==> config.mk <==
export PLATFORM = sky130hd
export DESIGN_NAME = binary_bitmap_transform_flat
export DESIGN_NICKNAME = d
export VERILOG_FILES = /design/src/rtl/core/bbt_pkg.sv /design/src/rtl/core/bbt_ifs.sv /design/src/rtl/core/bbt_ram.sv /design/src/rtl/core/bbt_ctrl.sv /design/src/rtl/core/bbt_datapath.sv /design/src/rtl/core/binary_bitmap_transform.sv /design/src/flat_wrapper.sv
export SDC_FILE = /design/constraint.sdc
export NUM_CORES = 1
export LEC_CHECK = 0
export BUFFER_PORTS_ARGS = -buffer_cell sky130_fd_sc_hd__buf_2
export CAP_MARGIN = 30
export CORE_ASPECT_RATIO = 1.2
export CORE_MARGIN = 4
export CORE_UTILIZATION = 26
export DETAILED_ROUTE_END_ITERATION = 10
export SYNTH_ARGS = -nofsm -noshare
export SYNTH_HDL_FRONTEND = slang
export SYNTH_HIERARCHICAL = 1
export SYNTH_SLANG_ARGS = --single-unit
==> constraint.sdc <==
create_clock -name clk -period 6.9 [get_ports clk]
set_clock_uncertainty 0.2 [all_clocks]
set_input_delay 0.69 -clock clk [delete_from_list [all_inputs] [get_ports clk]]
set_output_delay 0.69 -clock clk [all_outputs]
set_load 0.02 [all_outputs]
==> src/rtl/core/bbt_pkg.sv <==
package bbt_pkg;

  // Field and register widths
  localparam int ROW_W    = 16;
  localparam int ROW_IW   = 4;
  localparam int SIZE_W   = 5;
  localparam int MODE_W   = 3;
  localparam int OP_W     = 2;
  localparam int IDX_W    = 6;
  localparam int OUT_W    = 64;
  localparam int OSIDE_W  = 7;
  localparam int CFG_IW   = 2;
  localparam int CFG_DW   = 8;

  localparam int DEF_MAX_SIZE = 16;

  // Register indexes on the configuration port
  localparam logic [CFG_IW-1:0] REG_IMAGE_SIZE     = 2'd0;
  localparam logic [CFG_IW-1:0] REG_TRANSFORM_MODE = 2'd1;

  localparam logic [SIZE_W-1:0] RST_IMAGE_SIZE = 5'd16;
  localparam logic [MODE_W-1:0] RST_MODE       = 3'd0;

  typedef enum logic [OP_W-1:0] {
    OP_WRITE = 2'd0,
    OP_READ  = 2'd1,
    OP_SYM   = 2'd2
  } op_t;

  typedef enum logic [MODE_W-1:0] {
    MODE_ROT      = 3'd0,
    MODE_MIRROR_H = 3'd1,
    MODE_MIRROR_V = 3'd2,
    MODE_UP2      = 3'd3,
    MODE_UP4      = 3'd4
  } mode_t;

  typedef enum logic [2:0] {
    S_IDLE,
    S_EXEC,
    S_READ,
    S_WAIT,
    S_DONE
  } state_t;

  typedef struct packed {
    logic [OP_W-1:0]  operation;
    logic [IDX_W-1:0] row_index;
    logic [ROW_W-1:0] row_bits;
  } in_item_t;

  // Controller to datapath
  typedef struct packed {
    logic capture;
    logic write;
    logic scan_start;
    logic scan_step;
    logic finish;
  } cmd_t;

  // Datapath to controller
  typedef struct packed {
    logic need_scan;
    logic scan_last;
    logic out_free;
  } stat_t;

endpackage

==> src/rtl/core/bbt_ifs.sv <==
interface bbt_in_if;
  import bbt_pkg::*;
  logic             valid;
  logic             ready;
  logic [OP_W-1:0]  operation;
  logic [IDX_W-1:0] row_index;
  logic [ROW_W-1:0] row_bits;

  modport source (output valid, output operation, output row_index, output row_bits,
                  input ready);
  modport sink   (input valid, input operation, input row_index, input row_bits,
                  output ready);
endinterface

interface bbt_out_if;
  import bbt_pkg::*;
  logic             valid;
  logic             ready;
  logic [OUT_W-1:0] row_out;
  logic             symmetric;
  logic             index_error;

  modport source (output valid, output row_out, output symmetric, output index_error,
                  input ready);
  modport sink   (input valid, input row_out, input symmetric, input index_error,
                  output ready);
endinterface

interface bbt_cfg_if;
  import bbt_pkg::*;
  logic              valid;
  logic              ready;
  logic [CFG_IW-1:0] index;
  logic [CFG_DW-1:0] data;

  modport source (output valid, output index, output data, input ready);
  modport sink   (input valid, input index, input data, output ready);
endinterface

==> src/rtl/core/bbt_ram.sv <==
module bbt_ram #(
  parameter int WIDTH = bbt_pkg::ROW_W,
  parameter int DEPTH = bbt_pkg::DEF_MAX_SIZE
) (
  input  logic                     clk,
  input  logic                     we,
  input  logic [$clog2(DEPTH)-1:0] waddr,
  input  logic [WIDTH-1:0]         wdata,
  input  logic                     re,
  input  logic [$clog2(DEPTH)-1:0] raddr,
  output logic [WIDTH-1:0]         rdata
);

  logic [WIDTH-1:0] mem_r [DEPTH];

  always_ff @(posedge clk) begin
    if (we) begin
      mem_r[waddr] <= wdata;
    end
    if (re) begin
      rdata <= mem_r[raddr];
    end
  end

endmodule

==> src/rtl/core/bbt_ctrl.sv <==
module bbt_ctrl (
  input  logic          clk,
  input  logic          rst_n,
  input  logic          in_valid,
  output logic          in_ready,
  input  bbt_pkg::stat_t stat,
  output bbt_pkg::cmd_t  cmd
);
  import bbt_pkg::*;

  state_t state_r;
  state_t state_nxt;

  always_ff @(posedge clk) begin
    if (!rst_n) begin
      state_r <= S_IDLE;
    end else begin
      state_r <= state_nxt;
    end
  end

  always_comb begin
    cmd       = '0;
    state_nxt = state_r;
    in_ready  = (state_r == S_IDLE);
    unique case (state_r)
      S_IDLE: begin
        if (in_valid) begin
          cmd.capture = 1'b1;
          state_nxt   = S_EXEC;
        end
      end
      S_EXEC: begin
        cmd.scan_start = 1'b1;
        if (stat.need_scan) begin
          state_nxt = S_READ;
        end else begin
          cmd.write = 1'b1;
          state_nxt = S_DONE;
        end
      end
      S_READ: begin
        cmd.scan_step = 1'b1;
        if (stat.scan_last) begin
          state_nxt = S_WAIT;
        end
      end
      // last row still on its way out of the memory
      S_WAIT: begin
        state_nxt = S_DONE;
      end
      S_DONE: begin
        if (stat.out_free) begin
          cmd.finish = 1'b1;
          state_nxt  = S_IDLE;
        end
      end
      default: begin
        state_nxt = S_IDLE;
      end
    endcase
  end

  a_accept_exec: assert property (@(posedge clk) disable iff (!rst_n)
    (in_valid && in_ready) |=> (state_r == S_EXEC))
    else $error("accepted item did not enter execution");

  a_scan_end: assert property (@(posedge clk) disable iff (!rst_n)
    (state_r == S_READ && stat.scan_last) |=> (state_r == S_WAIT))
    else $error("scan overran its last row");

  a_finish_idle: assert property (@(posedge clk) disable iff (!rst_n)
    cmd.finish |=> (state_r == S_IDLE && in_ready))
    else $error("controller not idle after result transfer");

endmodule

==> src/rtl/core/bbt_datapath.sv <==
module bbt_datapath #(
  parameter int MAX_SIZE = bbt_pkg::DEF_MAX_SIZE
) (
  input  logic              clk,
  input  logic              rst_n,
  input  bbt_pkg::in_item_t in_item,
  input  bbt_pkg::cmd_t     cmd,
  output bbt_pkg::stat_t    stat,
  bbt_cfg_if.sink           cfg_ch,
  bbt_out_if.source         out_ch
);
  import bbt_pkg::*;

  localparam int AW = $clog2(MAX_SIZE);

  logic [SIZE_W-1:0]  image_size_r;
  logic [MODE_W-1:0]  mode_r;
  logic [OP_W-1:0]    op_r;
  logic [IDX_W-1:0]   idx_r;
  logic [ROW_W-1:0]   bits_r;
  logic [AW-1:0]      cnt_r;
  logic               rdv_r;
  logic [AW-1:0]      rdk_r;
  logic [ROW_W-1:0]   row_r;
  logic [ROW_W-1:0]   cap_r [MAX_SIZE];
  logic               out_valid_r;
  logic [OUT_W-1:0]   row_out_r;
  logic               sym_out_r;
  logic               err_out_r;

  logic [SIZE_W-1:0]  n;
  logic [OSIDE_W-1:0] oside;
  logic               mode_ok;
  logic               err;
  logic               read_go;
  logic               rot_scan;
  logic               sym_scan;
  logic [AW-1:0]      last_cnt;
  logic [SIZE_W-1:0]  flip_idx;
  logic [SIZE_W-1:0]  rot_pos;
  logic [AW-1:0]      rd_addr;
  logic [ROW_W-1:0]   rd_data;
  logic               ram_we;
  logic [ROW_W-1:0]   col_mask;
  logic [ROW_W-1:0]   row_m;
  logic [ROW_W-1:0]   row_rev;
  logic [ROW_W-1:0]   mirror;
  logic [2*ROW_W-1:0] up2;
  logic [4*ROW_W-1:0] up4;
  logic [OUT_W-1:0]   row_res;
  logic               asym;

  // Configuration registers
  assign cfg_ch.ready = 1'b1;

  always_ff @(posedge clk) begin
    if (!rst_n) begin
      image_size_r <= RST_IMAGE_SIZE;
      mode_r       <= RST_MODE;
    end else if (cfg_ch.valid) begin
      unique case (cfg_ch.index)
        REG_IMAGE_SIZE:     image_size_r <= cfg_ch.data[SIZE_W-1:0];
        REG_TRANSFORM_MODE: mode_r       <= cfg_ch.data[MODE_W-1:0];
        default: ;
      endcase
    end
  end

  // Clamp the side length into 1..MAX_SIZE
  always_comb begin
    if (image_size_r == '0) begin
      n = SIZE_W'(1);
    end else if (image_size_r > SIZE_W'(MAX_SIZE)) begin
      n = SIZE_W'(MAX_SIZE);
    end else begin
      n = image_size_r;
    end
  end

  always_comb begin
    unique case (mode_r)
      MODE_UP2: oside = OSIDE_W'({n, 1'b0});
      MODE_UP4: oside = OSIDE_W'({n, 2'b00});
      default:  oside = OSIDE_W'(n);
    endcase
  end

  assign mode_ok = (mode_r <= MODE_UP4);

  always_comb begin
    err = 1'b0;
    if (op_r == OP_WRITE) begin
      err = (idx_r >= IDX_W'(n));
    end else if (op_r == OP_READ) begin
      err = mode_ok && (OSIDE_W'(idx_r) >= oside);
    end
  end

  assign read_go  = (op_r == OP_READ) && mode_ok && !err;
  assign rot_scan = read_go && (mode_r == MODE_ROT);
  assign sym_scan = (op_r == OP_SYM);
  assign last_cnt = (rot_scan || sym_scan) ? AW'(n - SIZE_W'(1)) : '0;

  assign stat.need_scan = read_go || sym_scan;
  assign stat.scan_last = (cnt_r == last_cnt);
  assign stat.out_free  = !out_valid_r || out_ch.ready;

  // Hold the item for the length of its work
  always_ff @(posedge clk) begin
    if (cmd.capture) begin
      op_r   <= in_item.operation;
      idx_r  <= in_item.row_index;
      bits_r <= in_item.row_bits;
    end
  end

  // Row address counter and read tracking
  always_ff @(posedge clk) begin
    if (!rst_n) begin
      cnt_r <= '0;
      rdv_r <= 1'b0;
    end else begin
      rdv_r <= cmd.scan_step;
      if (cmd.scan_start) begin
        cnt_r <= '0;
      end else if (cmd.scan_step) begin
        cnt_r <= cnt_r + 1'b1;
      end
    end
  end

  always_ff @(posedge clk) begin
    rdk_r <= cnt_r;
  end

  assign flip_idx = n - SIZE_W'(1) - idx_r[SIZE_W-1:0];

  always_comb begin
    rd_addr = cnt_r;
    if (!(rot_scan || sym_scan)) begin
      unique case (mode_r)
        MODE_MIRROR_H: rd_addr = idx_r[AW-1:0];
        MODE_MIRROR_V: rd_addr = flip_idx[AW-1:0];
        MODE_UP2:      rd_addr = AW'(idx_r >> 1);
        MODE_UP4:      rd_addr = AW'(idx_r >> 2);
        default:       rd_addr = cnt_r;
      endcase
    end
  end

  assign ram_we = cmd.write && (op_r == OP_WRITE) && !err;

  bbt_ram #(
    .WIDTH (ROW_W),
    .DEPTH (MAX_SIZE)
  ) u_ram (
    .clk   (clk),
    .we    (ram_we),
    .waddr (idx_r[AW-1:0]),
    .wdata (bits_r),
    .re    (cmd.scan_step),
    .raddr (rd_addr),
    .rdata (rd_data)
  );

  // Gather: rotation collects one bit per row, other reads keep the row
  assign rot_pos = n - SIZE_W'(1) - SIZE_W'(rdk_r);

  always_ff @(posedge clk) begin
    if (cmd.capture) begin
      row_r <= '0;
    end else if (rdv_r) begin
      if (rot_scan) begin
        row_r[rot_pos[ROW_IW-1:0]] <= rd_data[idx_r[ROW_IW-1:0]];
      end else begin
        row_r <= rd_data;
      end
    end
  end

  always_ff @(posedge clk) begin
    if (rdv_r) begin
      cap_r[rdk_r] <= rd_data;
    end
  end

  // Result formation
  always_comb begin
    for (int j = 0; j < ROW_W; j++) begin
      col_mask[j] = (j < int'(n));
      row_rev[j]  = row_r[ROW_W-1-j];
    end
  end

  assign row_m  = row_r & col_mask;
  assign mirror = row_rev >> (SIZE_W'(ROW_W) - n);

  always_comb begin
    for (int j = 0; j < ROW_W; j++) begin
      up2[2*j +: 2] = {2{row_m[j]}};
      up4[4*j +: 4] = {4{row_m[j]}};
    end
  end

  always_comb begin
    row_res = '0;
    if (read_go) begin
      unique case (mode_r)
        MODE_ROT:      row_res = OUT_W'(row_r);
        MODE_MIRROR_H: row_res = OUT_W'(mirror);
        MODE_MIRROR_V: row_res = OUT_W'(row_m);
        MODE_UP2:      row_res = OUT_W'(up2);
        MODE_UP4:      row_res = OUT_W'(up4);
        default:       row_res = '0;
      endcase
    end
  end

  always_comb begin
    asym = 1'b0;
    for (int i = 0; i < MAX_SIZE; i++) begin
      for (int j = i + 1; j < MAX_SIZE; j++) begin
        if ((j < int'(n)) && (cap_r[i][j] != cap_r[j][i])) begin
          asym = 1'b1;
        end
      end
    end
  end

  // Output register
  always_ff @(posedge clk) begin
    if (!rst_n) begin
      out_valid_r <= 1'b0;
    end else if (cmd.finish) begin
      out_valid_r <= 1'b1;
    end else if (out_ch.ready) begin
      out_valid_r <= 1'b0;
    end
  end

  always_ff @(posedge clk) begin
    if (cmd.finish) begin
      row_out_r <= row_res;
      sym_out_r <= sym_scan && !asym;
      err_out_r <= err;
    end
  end

  assign out_ch.valid       = out_valid_r;
  assign out_ch.row_out     = row_out_r;
  assign out_ch.symmetric   = sym_out_r;
  assign out_ch.index_error = err_out_r;

  a_finish_free: assert property (@(posedge clk) disable iff (!rst_n)
    cmd.finish |-> stat.out_free)
    else $error("result overwrote one not yet taken");

  a_read_range: assert property (@(posedge clk) disable iff (!rst_n)
    rdv_r |-> (rdk_r <= last_cnt))
    else $error("row read beyond the scan length");

  a_no_write_scan: assert property (@(posedge clk) disable iff (!rst_n)
    ram_we |-> (!cmd.scan_step && !rdv_r))
    else $error("row write during a scan");

endmodule

==> src/rtl/core/binary_bitmap_transform.sv <==
// Square one-bit bitmap of side image_size (1..MAX_SIZE, 0 acts as 1, larger acts as
// MAX_SIZE), stored one 16-bit row per entry in a single-port-read row memory. Items
// are taken one at a time; a result waits in an output register, so the next item is
// taken while the previous result is still waiting for transfer. A row write, and any
// item that reads no row (an out-of-range read, a read in an unused mode, the spare
// operation), reads nothing from the memory; a mirrored or upscaled row read reads one
// row, and a rotated row read or a symmetry check reads all n rows, n being the side
// length, one row per cycle through the memory's read port. Hand-off waits while the
// output register holds an untaken result. Rows hold no defined value until written and
// there is no clearing pass; a rotation or symmetry check must only follow writes of
// all n rows. Out-of-range row indexes raise index_error and leave the memory alone.
module binary_bitmap_transform #(
  parameter int MAX_SIZE = bbt_pkg::DEF_MAX_SIZE
) (
  input logic       clk,
  input logic       rst_n,
  bbt_in_if.sink    in_ch,
  bbt_out_if.source out_ch,
  bbt_cfg_if.sink   cfg_ch
);
  import bbt_pkg::*;

  cmd_t     cmd;
  stat_t    stat;
  in_item_t in_item;
  logic     in_ready;

  // Ready only while the controller is idle
  assign in_ch.ready = in_ready;

  assign in_item.operation = in_ch.operation;
  assign in_item.row_index = in_ch.row_index;
  assign in_item.row_bits  = in_ch.row_bits;

  // Sequence capture, row scan and result hand-off
  bbt_ctrl u_ctrl (
    .clk      (clk),
    .rst_n    (rst_n),
    .in_valid (in_ch.valid),
    .in_ready (in_ready),
    .stat     (stat),
    .cmd      (cmd)
  );

  // Hold configuration, row memory, gathering and the output register
  bbt_datapath #(
    .MAX_SIZE (MAX_SIZE)
  ) u_datapath (
    .clk     (clk),
    .rst_n   (rst_n),
    .in_item (in_item),
    .cmd     (cmd),
    .stat    (stat),
    .cfg_ch  (cfg_ch),
    .out_ch  (out_ch)
  );

endmodule

==> src/flat_wrapper.sv <==
// flat-port wrapper written by rule: the top's interface ports become plain ports
module binary_bitmap_transform_flat import bbt_pkg::*;
#(
  parameter int MAX_SIZE = bbt_pkg::DEF_MAX_SIZE
)
  (clk, rst_n, in_ch_valid, in_ch_operation, in_ch_row_index, in_ch_row_bits, in_ch_ready, out_ch_valid, out_ch_row_out, out_ch_symmetric, out_ch_index_error, out_ch_ready, cfg_ch_valid, cfg_ch_index, cfg_ch_data, cfg_ch_ready);
  bbt_in_if in_ch_i ();
  bbt_out_if out_ch_i ();
  bbt_cfg_if cfg_ch_i ();
  input logic clk;
  input logic rst_n;
  input wire logic [$bits(in_ch_i.valid)-1:0] in_ch_valid;
  input wire logic [$bits(in_ch_i.operation)-1:0] in_ch_operation;
  input wire logic [$bits(in_ch_i.row_index)-1:0] in_ch_row_index;
  input wire logic [$bits(in_ch_i.row_bits)-1:0] in_ch_row_bits;
  output wire logic [$bits(in_ch_i.ready)-1:0] in_ch_ready;
  output wire logic [$bits(out_ch_i.valid)-1:0] out_ch_valid;
  output wire logic [$bits(out_ch_i.row_out)-1:0] out_ch_row_out;
  output wire logic [$bits(out_ch_i.symmetric)-1:0] out_ch_symmetric;
  output wire logic [$bits(out_ch_i.index_error)-1:0] out_ch_index_error;
  input wire logic [$bits(out_ch_i.ready)-1:0] out_ch_ready;
  input wire logic [$bits(cfg_ch_i.valid)-1:0] cfg_ch_valid;
  input wire logic [$bits(cfg_ch_i.index)-1:0] cfg_ch_index;
  input wire logic [$bits(cfg_ch_i.data)-1:0] cfg_ch_data;
  output wire logic [$bits(cfg_ch_i.ready)-1:0] cfg_ch_ready;
  assign in_ch_i.valid = in_ch_valid;
  assign in_ch_i.operation = in_ch_operation;
  assign in_ch_i.row_index = in_ch_row_index;
  assign in_ch_i.row_bits = in_ch_row_bits;
  assign in_ch_ready = in_ch_i.ready;
  assign out_ch_valid = out_ch_i.valid;
  assign out_ch_row_out = out_ch_i.row_out;
  assign out_ch_symmetric = out_ch_i.symmetric;
  assign out_ch_index_error = out_ch_i.index_error;
  assign out_ch_i.ready = out_ch_ready;
  assign cfg_ch_i.valid = cfg_ch_valid;
  assign cfg_ch_i.index = cfg_ch_index;
  assign cfg_ch_i.data = cfg_ch_data;
  assign cfg_ch_ready = cfg_ch_i.ready;
  binary_bitmap_transform #(.MAX_SIZE(MAX_SIZE)) u_core (.clk(clk), .rst_n(rst_n), .in_ch(in_ch_i), .out_ch(out_ch_i), .cfg_ch(cfg_ch_i));
endmodule
==> run summary, run 1 <==
most common cell after layout, fill and taps aside: edfxtp_1
n_diodes: 0
DRC: 0
HP Class: in -> reg
IO Count: 108
layout cells sized above 1: 20.67%
Max-slew headroom: 23.35%
area of the core: 95730 sq um
Routed WL: 60.77 mm
Post-synth EDFFs: 570
fin cells: 2968
Overall Global Routing Usage: 11.51%
Clk Latency, worst-skew pair: 660 ps
wire per inst: 20.48 um
crit start category: flip-flop
number of DRC markers in iteration 0: 1308
PwrDens: 262.0 nW/um^2
Clock Tree Buf Depth: 3
clock transition at the registers of the reported paths: 70 ps
Hold Crit Start: in_ch_row_index[0]
register area share after synthesis: 70.77%
setup repair bufs after CTS: 0
area grow syn2layout: 16.49%
Main synth FF type: edfxtp_1
Detail Route Antenna Nets: 0
CP startpoint: u_core/u_datapath/image_size_r[4]
HPWL after DPL: 38.03 mm
remaining global-route overflow: 0
total CTS buffers: 60
CTS resizes: 0
Final Core Density: 30.71%
most frequent cells in the layout: 570 x edfxtp_1, 103 x buf_2, 84 x nand2_1, 83 x xor2_1, 75 x nor2_1
Synth Warn #: 6
initial core utilization: 26.36%
worst reg-to-reg path cell count: 14
Leak: 9.299 nW
worst hold path depth: 1
WHS Endpoint: u_core/u_datapath/idx_r[0]
design area: 29390 sq um
Placed Area: 27300 sq um
Setup TNS: 0 ps
final worst path period share: 73.31%
chip height: 349.3 um
Worst Setup End Kind: flip-flop
internal reg-to-reg setup slack: 1840 ps
CTS tree: done
first-pass GRT wire length: 90.06 mm
Sink Count: 607
syn nets: 1583
htree depth: 2
Worst Path Arrival: 5250 ps
DP Cell Count: 2843
crit path max fanout: 16
synthesized area: 25230 sq um
reg2reg end: u_core/u_datapath/u_ram/rdata[10]
hold buffer count at cts: 14
CP Class: reg -> reg
worst flop-to-flop path startpoint: u_core/u_datapath/image_size_r[4]
status: finished clean
unique cell type count in the Yosys netlist: 76
Gate Count Post-Synth: 1523
syn_area_per_cell: 16.57 sq um
CTS root buf: clkbuf_16
RePlAce Congestion: 0.8235
FP Rows: 124
largest net degree at the start of global routing: 65
Nets: 1719
max_cap viols: 0
worst path required time: 7090 ps
Peak VDD IR: 233.2 uV
PortBufs: 103
vias in the first global route: 14040
worst-margin pin slew: 1139 ps
RSZ-0062 raised after global routing: false
initial antenna violation count: 1
FF+latch count, synth: 607
ys async rst share: 0%
Final min period: 5058 ps
Final Setup Violations: 0
routed vias/inst: 4.716
f_max: 197.7 MHz
final hold vios: 0
total number of vias: 14000
max-slew violations: 0
Die Area: 102100 sq um
die extent in x: 292.4 um
drt first pass iters: 9
-- how the worst max path moves through the flow --
stage                                                      end  slack, ps
after floorplan            u_core/u_datapath/u_ram/mem_r[0][0]       1530
after global placement    u_core/u_datapath/u_ram/mem_r[14][7]       1980
after detailed placement     u_core/u_datapath/u_ram/rdata[10]       1860
after CTS                    u_core/u_datapath/u_ram/rdata[10]       1880
after global routing         u_core/u_datapath/u_ram/rdata[10]       1590
final                        u_core/u_datapath/u_ram/rdata[10]       1840
-- where the power goes --
group / internal (W) / switching, W / leakage, nW
clock network: 0.00183 / 0.00138 / 0.937
registers: 0.00407 / 0.0000821 / 5.46
logic: 0.000137 / 0.000206 / 2.91
total: 0.00604 / 0.00166 / 9.30
-- cells in the mapped netlist, types with 23 or more instances --
library cell  count  area, sq um
edfxtp_1        570        17120
nand2_1          84        315.3
xor2_1           83        727.0
nor2_1           75        281.5
mux4_2           71         1599
xnor2_1          49        429.2
a22oi_1          43        322.8
clkbuf_1         39        146.4
buf_4            37        277.8
dfxtp_1          37        740.7
inv_1            29        108.9
a21oi_1          28        140.1
nand3_1          26        130.1
a31oi_1          23        143.9
nor3_1           23        115.1
-- critical path, stage by stage, from the launching register on --
cell	delay (ps)
dfxtp_1	760
buf_4	340
nor2b_1	140
nor2_4	110
ha_1	280
xor2_1	350
inv_2	220
ha_1	360
a21oi_1	190
xnor3_1	250
a221oi_1	320
o21ai_0	220
and2_1	600
a22oi_1	330
nand2_1	150
-- through the flow --
stage	hold WS, ps	setup WS [ps]	power [W]
3_5_place_dp	233.0	1857	0.004566
5_1_grt	18.98	1589	0.007966
2_1_floorplan	197.6	1531	0.004432
6_report	36.28	1842	0.007701
3_3_place_gp	236.3	1976	0.004554
4_1_cts	3.326	1879	0.007785
-- cell type report --
cell class                 instances  area [sq um]
multi-input combinational        784          6761
clock buffer                      74          1554
sequential                       607         17860
tap                             1260          1577
timing repair buffer             176          1136
clock inverter                    37         396.6
inverter                          30         112.6
fill                            9263         66330
-- metal layers --
metal  global-route usage [%]  vias to the layer above  wire length [um]
met4                    3.599                        0              1547
li1                         -                     6216                 -
met3                    1.811                       98              3582
met2                    20.03                      509             30560
met5                        0                        -                 0
met1                    14.74                     7175             25080
-- registers in the layout, summed over array words and instances, names as in the netlist, 4 cells and up --
register and count:
u_core/u_datapath/u_ram/mem_r 256, u_core/u_datapath/cap_r 240, u_core/u_datapath/out_ch.row_out 32, u_core/u_datapath/bits_r 16, u_core/u_datapath/row_r 16, u_core/u_datapath/u_ram/rdata 16, u_core/u_datapath/idx_r 6, u_core/u_datapath/image_size_r 5
u_core/u_datapath/cnt_r 4, u_core/u_datapath/rdk_r 4
-- kinds of logic after synthesis --
| logic type | after synthesis | share of synthesized area (%) |
|---|---|---|
| flops | 607 | 70.77 |
| simple gates | 315 | 6.263 |
| compound gates | 213 | 6.149 |
| xor+xnor | 134 | 4.765 |
| buf+inv | 132 | 2.767 |
| mux | 99 | 8.132 |
| fa+ha+maj | 22 | 1.140 |
| other cells | 1 | 0.01486 |
Power figures use the tool's default switching activity.
==> run 2: changes to the inputs <==
- clock period: 6.9 -> 4.8 ns (I/O delays scaled with it)
==> run summary, run 2 (same netlist as run 1, synthesis figures left out) <==
status: finished clean
Worst Hold Slack: 51.03 ps
Power, Total: 0.01104 W
CTS root buf: clkbuf_16
remaining global-route overflow: 0
number of DRC markers in iteration 0: 1026
n_diodes: 0
clock transition at the registers of the reported paths: 60 ps
FF+latch area: 17860 sq um
CP peak stage delay: 530 ps
crit-path cells: or2_2, o21bai_1, a22oi_1, nand2_1, nand2_1, ha_1, nand2_1, o21ai_0, a31oi_1, o2111ai_2, nand2_1, nor2b_1, nand2_1, nor2_1, buf_4, or3b_2, nor2_1, buf_4
max_cap viols: 0
worst reg-to-reg path cell count: 18
design area: 29780 sq um
Largest Register: u_core/u_datapath/u_ram/mem_r
htree depth: 2
Die Area: 102100 sq um
crit path max fanout: 9
Top delay family on crit path: simple AND/OR/NAND/NOR gates
Peak VDD IR: 300.1 uV
final worst path period share: 89.94%
chip height: 349.3 um
die extent in x: 292.4 um
FP Rows: 124
Switch Pwr: 0.002378 W
Max-slew headroom: 33.06%
Slowest-stage cell, CP: or3b_2
worst hold path depth: 3
Detail Route Antenna Nets: 0
worst path required time: 4930 ps
max reg flops: 256
Clock power frac: 41.3%
Nets: 1761
largest net degree at the start of global routing: 65
wire per inst: 20.37 um
Leak: 9.496 nW
vias in the first global route: 14350
PortBufs: 103
worst-margin pin slew: 1004 ps
Placed Area: 27560 sq um
area occupied by multi-input gates: 6778 sq um
Worst Path Buf+Inv: 2
Worst Path Arrival: 4450 ps
Overall Global Routing Usage: 11.72%
DRC: 0
f_max: 231.6 MHz
fillers: 9255
worst flop-to-flop path startpoint: u_core/u_datapath/image_size_r[1]
final hold vios: 0
most frequent cells in the layout: 570 x edfxtp_1, 104 x buf_2, 84 x nand2_1, 83 x xor2_1, 77 x buf_4
PwrDens: 370.8 nW/um^2
WHS Endpoint: u_core/u_datapath/out_ch.valid
initial antenna violation count: 0
internal reg-to-reg setup slack: 480 ps
layout cells sized above 1: 21.80%
max-slew violations: 0
Hold Crit Start: out_ch_ready
area of the core: 95730 sq um
Sink Count: 607
fin cells: 3003
Worst Setup End Kind: flip-flop
Routed WL: 61.16 mm
DP Cell Count: 2869
RePlAce Congestion: 0.8374
HPWL after DPL: 38.94 mm
area grow syn2layout: 18.01%
RSZ-0062 raised after global routing: false
CP startpoint: u_core/u_datapath/image_size_r[1]
reg2reg end: u_core/u_datapath/u_ram/mem_r[3][1]
Setup TNS: 0 ps
Switching Share: 21.54%
routed vias/inst: 4.601
Final Setup Violations: 0
Clock Tree Buf Depth: 3
CP dominant cell by count: nand2_1
initial core utilization: 26.36%
IO Count: 108
most common cell after layout, fill and taps aside: edfxtp_1
Clk Latency, worst-skew pair: 650 ps
CP Class: reg -> reg
combinational power share: 4.9%
HP Class: in -> reg
Internal: 0.008665 W
register share of total power: 53.8%
first-pass GRT wire length: 91.29 mm
drt first pass iters: 5
total number of vias: 13820
CTS tree: done
crit start category: flip-flop
Final min period: 4317 ps
total CTS buffers: 59
## run 2: cell count changes in the layout (fill, tap and decap cells not counted), sizes merged
cell         before  now
buf             162  188
dlygate4sd3      14   31
clkinv           26   19
clkinvlp          3    2
## run 2: per-stage QoR
stage | util [%] | setup slack [ps]
CTS | 31.11 | 445.6
floorplan | - | -148.8
detailed placement | 28.79 | 450.3
global route | 31.11 | 199.9
finish | 31.11 | 482.9
global placement | 28.76 | 425.0
## run 2: worst max path at each step
stage                                                 to  slack (ps)  cells after the start
floorplan            u_core/u_datapath/u_ram/mem_r[1][0]        -150                     17
CTS                  u_core/u_datapath/u_ram/mem_r[3][1]         450                     18
detailed placement   u_core/u_datapath/u_ram/mem_r[3][8]         450                     18
global route         u_core/u_datapath/u_ram/mem_r[3][1]         200                     18
finish               u_core/u_datapath/u_ram/mem_r[3][1]         480                     18
global placement    u_core/u_datapath/u_ram/mem_r[3][10]         420                     18
## run 2: power groups by stage
| stage | clock (W) | combinational, W | sequential [W] |
|---|---|---|---|
| 6_report | 0.00456 | 0.000542 | 0.00594 |
| 5_1_grt | 0.00493 | 0.000589 | 0.00595 |
| 4_1_cts | 0.00468 | 0.000547 | 0.00595 |
| 3_5_place_dp | 0 | 0.000525 | 0.00606 |
| 3_3_place_gp | 0 | 0.000514 | 0.00605 |
| 2_1_floorplan | 0 | 0.000344 | 0.00603 |
## run 2: timing repair
action / 4_1_cts / 5_1_grt
endpoints found under the hold margin: 34 / 0
setup buffers: 0 / 0
gates resized for setup: 0 / 0
hold buffers: 31 / 0
## run 2: worst register-to-register path, delay by kind of cell, from the launching register on
kind / cells / cell delay [ps]
adders and majority gates: 1 / 290
and+or+nand+nor: 10 / 1610
buffers and inverters: 2 / 380
AOI/OAI and AO/OA: 5 / 1230
DFF: 1 / 340
## run 2: layout make-up
cell class	count	share of cell area, %
inverter	30	0.3782
tap	1260	5.294
clock inverter	29	1.252
clock buffer	74	5.147
multi-input combinational	784	22.76
timing repair buffer	219	5.202
sequential	607	59.97
## run 2: metal layers
| layer | vias up | track usage (%) | routed length [um] |
|---|---|---|---|
| met4 | 0 | 3.499 | 1736 |
| met1 | 7050 | 14.66 | 25530 |
| met2 | 377 | 20.87 | 31190 |
| met5 | - | 0 | 0 |
| li1 | 6295 | - | - |
| met3 | 96 | 1.856 | 2704 |
